==> src/rtl/core/kdb_pkg.sv <==
// Shared types and constants for the keypad debounce scanner.
package kdb_pkg;

  localparam int KEY_W       = 16;
  localparam int INDEX_W     = 4;
  localparam int THRESH_W    = 8;
  localparam int KEYS_CFG_W  = 5;
  localparam int CFG_INDEX_W = 1;
  localparam int CFG_DATA_W  = 8;

  localparam logic [CFG_INDEX_W-1:0] REG_STABLE_THRESHOLD = 1'd0;
  localparam logic [CFG_INDEX_W-1:0] REG_KEYS_IN_USE      = 1'd1;

  localparam logic [THRESH_W-1:0]   THRESH_RESET = 8'd10;
  localparam logic [KEYS_CFG_W-1:0] KEYS_RESET   = 5'd8;

  typedef enum logic [1:0] {
    STATUS_NONE    = 2'd0,
    STATUS_SINGLE  = 2'd1,
    STATUS_SEVERAL = 2'd2
  } kdb_status_t;

  typedef struct packed {
    logic                step;
    logic [THRESH_W-1:0] threshold;
  } kdb_lane_ctrl_t;

  typedef struct packed {
    logic [KEY_W-1:0]   settled_mask;
    kdb_status_t        key_status;
    logic [INDEX_W-1:0] key_index;
  } kdb_result_t;

endpackage

==> src/rtl/core/kdb_in_if.sv <==
// Scan frame channel: valid/ready with the sampled key levels.
interface kdb_in_if;
  logic                      valid;
  logic                      ready;
  logic [kdb_pkg::KEY_W-1:0] key_levels;

  modport source (output valid, output key_levels, input ready);
  modport sink   (input valid, input key_levels, output ready);
endinterface

==> src/rtl/core/kdb_out_if.sv <==
// Result channel: valid/ready with settled mask, status and key index.
interface kdb_out_if;
  logic                        valid;
  logic                        ready;
  logic [kdb_pkg::KEY_W-1:0]   settled_mask;
  kdb_pkg::kdb_status_t        key_status;
  logic [kdb_pkg::INDEX_W-1:0] key_index;

  modport source (output valid, output settled_mask, output key_status, output key_index,
                  input ready);
  modport sink   (input valid, input settled_mask, input key_status, input key_index,
                  output ready);
endinterface

==> src/rtl/core/kdb_lane.sv <==
// One key lane: last level, unstable flag and saturating stability counter.
module kdb_lane #(
  parameter int COUNTER_BITS = 8
) (
  input  logic                    clk,
  input  logic                    rst,
  input  kdb_pkg::kdb_lane_ctrl_t ctrl,
  input  logic                    enable,
  input  logic                    level,
  output logic                    hit
);

  localparam int CMP_W = (COUNTER_BITS > kdb_pkg::THRESH_W) ? COUNTER_BITS
                                                              : kdb_pkg::THRESH_W;

  logic                    last_level, last_level_next;
  logic                    unstable, unstable_next;
  logic [COUNTER_BITS-1:0] cnt, cnt_next;

  logic                    changed;
  logic                    flag_mid;
  logic [COUNTER_BITS-1:0] cnt_mid;
  logic                    settle;
  logic                    upd;

  assign upd     = ctrl.step & enable;
  assign changed = level ^ last_level;
  assign flag_mid = unstable | changed;

  always_comb begin
    cnt_mid = cnt;
    if (flag_mid) begin
      if (changed) begin
        cnt_mid = '0;
      end else if (cnt != {COUNTER_BITS{1'b1}}) begin
        cnt_mid = cnt + 1'b1;
      end
    end
  end

  assign settle = CMP_W'(cnt_mid) > CMP_W'(ctrl.threshold);
  assign hit    = upd & settle & level;

  always_comb begin
    last_level_next = level;
    unstable_next   = settle ? 1'b0 : flag_mid;
    cnt_next        = settle ? '0 : cnt_mid;
  end

  always_ff @(posedge clk) begin
    if (rst) begin
      last_level <= 1'b1;
      unstable   <= 1'b0;
      cnt        <= '0;
    end else if (upd) begin
      last_level <= last_level_next;
      unstable   <= unstable_next;
      cnt        <= cnt_next;
    end
  end

endmodule

==> src/rtl/core/kdb_merge.sv <==
// Combines lane hits into status/index and buffers results two deep.
module kdb_merge (
  input  logic                         clk,
  input  logic                         rst,
  input  logic                         push,
  input  logic [kdb_pkg::KEY_W-1:0]    mask,
  output logic                         space,
  kdb_out_if.source                    out_ch
);

  kdb_pkg::kdb_result_t res;
  kdb_pkg::kdb_result_t entries [2];
  logic                 wr_ptr;
  logic                 rd_ptr;
  logic [1:0]           count;
  logic                 pop;
  logic                 one_hot;
  logic [kdb_pkg::INDEX_W-1:0] idx_or;

  assign one_hot = (mask != '0) && ((mask & (mask - 1'b1)) == '0);

  // only meaningful when exactly one bit is set
  always_comb begin
    idx_or = '0;
    for (int i = 0; i < kdb_pkg::KEY_W; i++) begin
      if (mask[i]) idx_or = idx_or | kdb_pkg::INDEX_W'(i);
    end
  end

  always_comb begin
    res.settled_mask = mask;
    res.key_index    = '0;
    if (mask == '0) begin
      res.key_status = kdb_pkg::STATUS_NONE;
    end else if (one_hot) begin
      res.key_status = kdb_pkg::STATUS_SINGLE;
      res.key_index  = idx_or;
    end else begin
      res.key_status = kdb_pkg::STATUS_SEVERAL;
    end
  end

  assign space = count != 2'd2;
  assign pop   = out_ch.valid & out_ch.ready;

  always_ff @(posedge clk) begin
    if (push) entries[wr_ptr] <= res;
  end

  always_ff @(posedge clk) begin
    if (rst) begin
      wr_ptr <= 1'b0;
      rd_ptr <= 1'b0;
      count  <= 2'd0;
    end else begin
      if (push) wr_ptr <= ~wr_ptr;
      if (pop)  rd_ptr <= ~rd_ptr;
      count <= count + {1'b0, push} - {1'b0, pop};
    end
  end

  assign out_ch.valid        = count != 2'd0;
  assign out_ch.settled_mask = entries[rd_ptr].settled_mask;
  assign out_ch.key_status   = entries[rd_ptr].key_status;
  assign out_ch.key_index    = entries[rd_ptr].key_index;

  a_count_bound: assert property (@(posedge clk) disable iff (rst) count <= 2'd2)
    else $error("result buffer overfilled");

  a_single_onehot: assert property (@(posedge clk) disable iff (rst)
    out_ch.valid && out_ch.key_status == kdb_pkg::STATUS_SINGLE
      |-> $onehot(out_ch.settled_mask))
    else $error("single status without exactly one settled key");

  a_index_zero: assert property (@(posedge clk) disable iff (rst)
    out_ch.valid && out_ch.key_status != kdb_pkg::STATUS_SINGLE |-> out_ch.key_index == '0)
    else $error("key index set without single status");

  a_none_empty: assert property (@(posedge clk) disable iff (rst)
    out_ch.valid && out_ch.key_status == kdb_pkg::STATUS_NONE
      |-> out_ch.settled_mask == '0)
    else $error("none status with settled keys");

  a_push_room: assert property (@(posedge clk) disable iff (rst) push |-> space)
    else $error("request taken into a full result buffer");

endmodule

==> src/rtl/core/keypad_debounce_scanner_core.sv <==
// Keypad debounce scanner: accepts one scan frame per clock cycle whenever the
// two-entry result buffer has room, and the result for a frame is written into the
// buffer as the frame is taken. All keys are debounced side by side, one lane per key,
// so the rate of one frame per cycle holds for any key count; the lanes' counter
// compare and the mask encoder in the merge stage set the cycle's logic depth.
// A key settles once its stability count exceeds stable_threshold; keys at or above
// keys_in_use keep their state and never show in the result.
module keypad_debounce_scanner_core #(
  parameter int MAX_KEYS     = 16,
  parameter int COUNTER_BITS = 8
) (
  input  logic                                clk,
  input  logic                                rst,
  kdb_in_if.sink                              key_in,
  kdb_out_if.source                           result_out,
  input  logic                                cfg_we,
  input  logic [kdb_pkg::CFG_INDEX_W-1:0]     cfg_index,
  input  logic [kdb_pkg::CFG_DATA_W-1:0]      cfg_data
);

  logic [kdb_pkg::THRESH_W-1:0]   stable_threshold;
  logic [kdb_pkg::KEYS_CFG_W-1:0] keys_in_use;
  logic                           accept;
  logic                           space;
  logic [kdb_pkg::KEY_W-1:0]      hits;
  kdb_pkg::kdb_lane_ctrl_t        lane_ctrl;

  always_ff @(posedge clk) begin
    if (rst) begin
      stable_threshold <= kdb_pkg::THRESH_RESET;
      keys_in_use      <= kdb_pkg::KEYS_RESET;
    end else if (cfg_we) begin
      unique case (cfg_index)
        kdb_pkg::REG_STABLE_THRESHOLD: stable_threshold <= cfg_data[kdb_pkg::THRESH_W-1:0];
        kdb_pkg::REG_KEYS_IN_USE:      keys_in_use <= cfg_data[kdb_pkg::KEYS_CFG_W-1:0];
        default: ;
      endcase
    end
  end

  assign key_in.ready = space;
  assign accept       = key_in.valid & space;

  assign lane_ctrl.step      = accept;
  assign lane_ctrl.threshold = stable_threshold;

  for (genvar i = 0; i < kdb_pkg::KEY_W; i++) begin : g_lane
    if (i < MAX_KEYS) begin : g_used
      kdb_lane #(
        .COUNTER_BITS (COUNTER_BITS)
      ) u_lane (
        .clk    (clk),
        .rst    (rst),
        .ctrl   (lane_ctrl),
        .enable (kdb_pkg::KEYS_CFG_W'(i) < keys_in_use),
        .level  (key_in.key_levels[i]),
        .hit    (hits[i])
      );
    end else begin : g_unused
      assign hits[i] = 1'b0;
    end
  end

  kdb_merge u_merge (
    .clk    (clk),
    .rst    (rst),
    .push   (accept),
    .mask   (hits),
    .space  (space),
    .out_ch (result_out)
  );

endmodule
==> src/flat_wrapper.sv <==
// flat-port wrapper written by rule: the top's interface ports become plain ports
module keypad_debounce_scanner_core_flat 
#(
  parameter int MAX_KEYS     = 16,
  parameter int COUNTER_BITS = 8
)
  (clk, rst, cfg_we, cfg_index, cfg_data, key_in_valid, key_in_key_levels, key_in_ready, result_out_valid, result_out_settled_mask, result_out_key_status, result_out_key_index, result_out_ready);
  kdb_in_if key_in_i ();
  kdb_out_if result_out_i ();
  input  logic clk;
  input  logic rst;
  input  logic cfg_we;
  input  logic [kdb_pkg::CFG_INDEX_W-1:0] cfg_index;
  input  logic [kdb_pkg::CFG_DATA_W-1:0] cfg_data;
  input wire logic [$bits(key_in_i.valid)-1:0] key_in_valid;
  input wire logic [$bits(key_in_i.key_levels)-1:0] key_in_key_levels;
  output wire logic [$bits(key_in_i.ready)-1:0] key_in_ready;
  output wire logic [$bits(result_out_i.valid)-1:0] result_out_valid;
  output wire logic [$bits(result_out_i.settled_mask)-1:0] result_out_settled_mask;
  output wire logic [$bits(result_out_i.key_status)-1:0] result_out_key_status;
  output wire logic [$bits(result_out_i.key_index)-1:0] result_out_key_index;
  input wire logic [$bits(result_out_i.ready)-1:0] result_out_ready;
  assign key_in_i.valid = key_in_valid;
  assign key_in_i.key_levels = key_in_key_levels;
  assign key_in_ready = key_in_i.ready;
  assign result_out_valid = result_out_i.valid;
  assign result_out_settled_mask = result_out_i.settled_mask;
  assign result_out_key_status = result_out_i.key_status;
  assign result_out_key_index = result_out_i.key_index;
  assign result_out_i.ready = result_out_ready;
  keypad_debounce_scanner_core #(.MAX_KEYS(MAX_KEYS), .COUNTER_BITS(COUNTER_BITS)) u_core (.clk(clk), .rst(rst), .key_in(key_in_i), .result_out(result_out_i), .cfg_we(cfg_we), .cfg_index(cfg_index), .cfg_data(cfg_data));
endmodule
==> config.mk <==
export PLATFORM = sky130hd
export DESIGN_NAME = keypad_debounce_scanner_core_flat
export DESIGN_NICKNAME = d
export VERILOG_FILES = /design/src/rtl/core/kdb_pkg.sv /design/src/rtl/core/kdb_in_if.sv /design/src/rtl/core/kdb_out_if.sv /design/src/rtl/core/kdb_lane.sv /design/src/rtl/core/kdb_merge.sv /design/src/rtl/core/keypad_debounce_scanner_core.sv /design/src/flat_wrapper.sv
export SDC_FILE = /design/constraint.sdc
export NUM_CORES = 1
export LEC_CHECK = 0
export BUFFER_PORTS_ARGS = -buffer_cell sky130_fd_sc_hd__buf_2
export CAP_MARGIN = 20
export CORE_ASPECT_RATIO = 0.7
export CORE_MARGIN = 4
export CORE_UTILIZATION = 50
export CTS_CLUSTER_SIZE = 25
export DETAILED_ROUTE_END_ITERATION = 7
export PLACE_DENSITY = 0.68
export SLEW_MARGIN = 20
export SYNTH_ARGS = -nofsm -noshare
export SYNTH_HDL_FRONTEND = slang
export SYNTH_SLANG_ARGS = --single-unit
==> constraint.sdc <==
create_clock -name clk -period 13.2 [get_ports clk]
set_input_delay 3.96 -clock clk [delete_from_list [all_inputs] [get_ports clk]]
set_output_delay 3.96 -clock clk [all_outputs]
set_load 0.02 [all_outputs]
==> metrics <==
status completed; Worst-Margin Slew 1.184 ns; Final setup viols 0; Post-CTS Hold Buffers 0; routability cong. 0.8835; CP cell instances buf_2, xor2_1, o21a_1, nand4_1, xor2_1, nor2_1, ha_1, nand4_1, or2_2, o2111a_1, nor4_1, nand4_1, o32ai_1, o211ai_2, or2_1; post-synthesis sequential area ratio 33.89%; post-synth top area cell dfxtp_1; flops & latches, synth 222; CP max stage delay 0.61 ns; number of fill cells 2,569; max frequency 0.1315 GHz; Vias/cell 6.041; Hold Path Sink u_core.stable_threshold[5]; core area 28,080 sq um; cell mode on critical path nand4_1; crit path max-delay cell type xor2_1; die footprint 31,650 sq um; reg2reg path depth 16; syn_nets 1,897; CTS root buffer clkbuf_16; pre-CTS setup slack 5.176 ns; worst vdd ir 95.39 uV; CTS resizes 0; CP delay by family, top simple AND/OR/NAND/NOR gates; Setup crit end kind register; Clock Sink Count 222; final hold slack 0.4539 ns; Slew HR 20.48%; CTS Buffer Depth 3; Netlist cell types 66; FP Rows 51; Max Cap Viol 0; via count 13,050; final period utilization 57.62%; Max Slew Vio Count 0; initial core utilization 51.33%; pin count of the biggest net entering global routing 108; Hold Crit Start u_core.stable_threshold[5]; antenna diode count 0; Arrival @ worst endpoint 7.90 ns; clk_lat worst skew 0.55 ns; Leakage 6.271 nW; Cells after DPL 2,115; gr ovfl total 0; worst endpoint required time 13.50 ns; Post-Route WL 38.79 mm; PnR Total Power 0.001893 W; First-pass DRT Iterations 6; CTS tree built; area fraction of the dominant cell type after synthesis 24.72%; Total Nets Final 1,947; Starting DRT DRC Count 1,297; wire per inst 17.95 microns; number of synthesized flops with an enable pin 44; Async SR Flop Fraction 0%; most common cell in the netlist nor2_1; pwr dens 118.6 nW/um^2; gr usage total 24.07%; Worst R2R Setup Slack 8.38 ns; Bufs and invs on worst path 1; Die Y 150.1 microns; top cells by count, synth nor2_1, dfxtp_1, ha_1; number of I/O port buffers 53; Final Hold Viols 0; Cell Area, Synth 14,410 sq um; Syn Inst Count 1,721; setup TNS 0 ns; Critical Path Source Type input pin; width of the die 210.9 microns; worst flop-to-flop path endpoint u_core.u_merge.entries[0][5]; CTS Buf Count 25; Final Skew 0.01171 ns; Top Ports 54; vias in the first global route 11,880; # DRC 0; Tmin final 7.605 ns; setup ws final 5.595 ns; CTS H-tree depth 1; DRT antenna net count 0; Final Instance Count excl. Fillers 2,161; Post-CTS Setup Inserts 0; Area Growth Syn to Fin 10.72%; HPWL after DPL 27.63 mm; share of layout cells above drive strength 1 8.156%; Clk pin slew, worst setup/hold paths 0.06 ns; Synth Flop Type dfxtp_1; Yosys Warn Count 0; RSZ-0062 raised after global routing no; crit path max fanout 10; RR Startpoint u_core.g_lane[7].g_used.u_lane.cnt[0]; hold depth 2; first-pass GRT wire length 62.33 mm; Hold Path Class register to register; top cells by area, synth dfxtp_1, ha_1, edfxtp_1; initial antenna violation count 1; Avg Inst Size Synth 8.375 sq um; critical path type input pin to register
==> cells by family (layout without fill, tap and decap cells) <==
kind of cell,after synthesis,count (layout),synth area share [%]
flops,222,222,33.89
compound gates,385,385,17.55
buf+inv,94,163,2.509
xor+xnor,93,93,5.652
fa+ha+maj,148,148,12.81
simple gates,734,734,24.26
mux,45,45,3.325
==> where the power goes <==
group / internal (W) / switching [W]
combinational: 0.000122 / 0.000259
sequential: 0.000736 / 0.0000324
clock: 0.000449 / 0.000294
==> registers in the layout (all words and copies together), names as in the netlist, named ones only <==
name	flops
u_core.keys_in_use	5
u_core.u_merge.rd_ptr	1
u_core.u_merge.count	2
u_core.g_lane.g_used.u_lane.cnt	128
u_core.stable_threshold	8
u_core.g_lane.g_used.u_lane.last_level	16
u_core.u_merge.wr_ptr	1
u_core.g_lane.g_used.u_lane.unstable	16
u_core.u_merge.entries	44
==> per-stage QoR <==
step / instance area, sq um / utilization (%)
after floorplan: 14410 / -
after global placement: 15090 / 53.73
after detailed placement: 15090 / 53.73
after CTS: 15950 / 56.82
after global routing: 15960 / 56.84
final: 15960 / 56.84
==> placed cells by master (no fill, tap or decap), types with 50 or more instances in the layout <==
cell     Yosys  routed
nand3_1     66      66
dfxtp_1    178     178
nand2_1    130     130
a21oi_1    121     121
a22oi_1    102     102
ha_1       146     146
buf_2        1      52
nand4_1     50      50
xor2_1      57      57
nor2_1     295     294
==> worst max-delay path by stage <==
stage / from / to / slack (ns) / cells after the start
2_1_floorplan: key_in_key_levels[2] / u_core.u_merge.entries[0][5] / 5.84 / 14
3_3_place_gp: key_in_key_levels[2] / u_core.u_merge.entries[0][5] / 5.32 / 15
3_5_place_dp: key_in_key_levels[12] / u_core.u_merge.entries[0][5] / 5.18 / 15
4_1_cts: key_in_key_levels[12] / u_core.u_merge.entries[0][5] / 5.72 / 15
5_1_grt: key_in_key_levels[12] / u_core.u_merge.entries[1][4] / 5.34 / 15
6_report: key_in_key_levels[2] / u_core.u_merge.entries[0][5] / 5.59 / 15
==> worst reg2reg max path, delay by kind of cell, from the launching register on <==
family / cells / cell delay, ns
compound gates: 4 / 1.55
flops: 1 / 0.40
simple gates: 9 / 1.86
fa+ha+maj: 2 / 0.59
xor+xnor: 1 / 0.18
==> per-layer routing <==
metal  track usage (%)  part of all wire (%)
met5                 0                 0.034
met4             5.604                   1.9
met3             5.218                   7.2
met2             35.69                    42
met1             35.76                    49
==> layout make-up <==
cell class	count	area, sq um	area share [%]
Multi-Input combinational cell	1405	9174	57.49
Sequential cell	222	4885	30.61
Clock buffer	34	699.4	4.383
Tap cell	371	464.2	2.909
Timing Repair Buffer	68	384.1	2.407
Inverter	49	183.9	1.153
Clock inverter	12	167.7	1.051
Note: power is estimated with default switching activity, not from simulation.
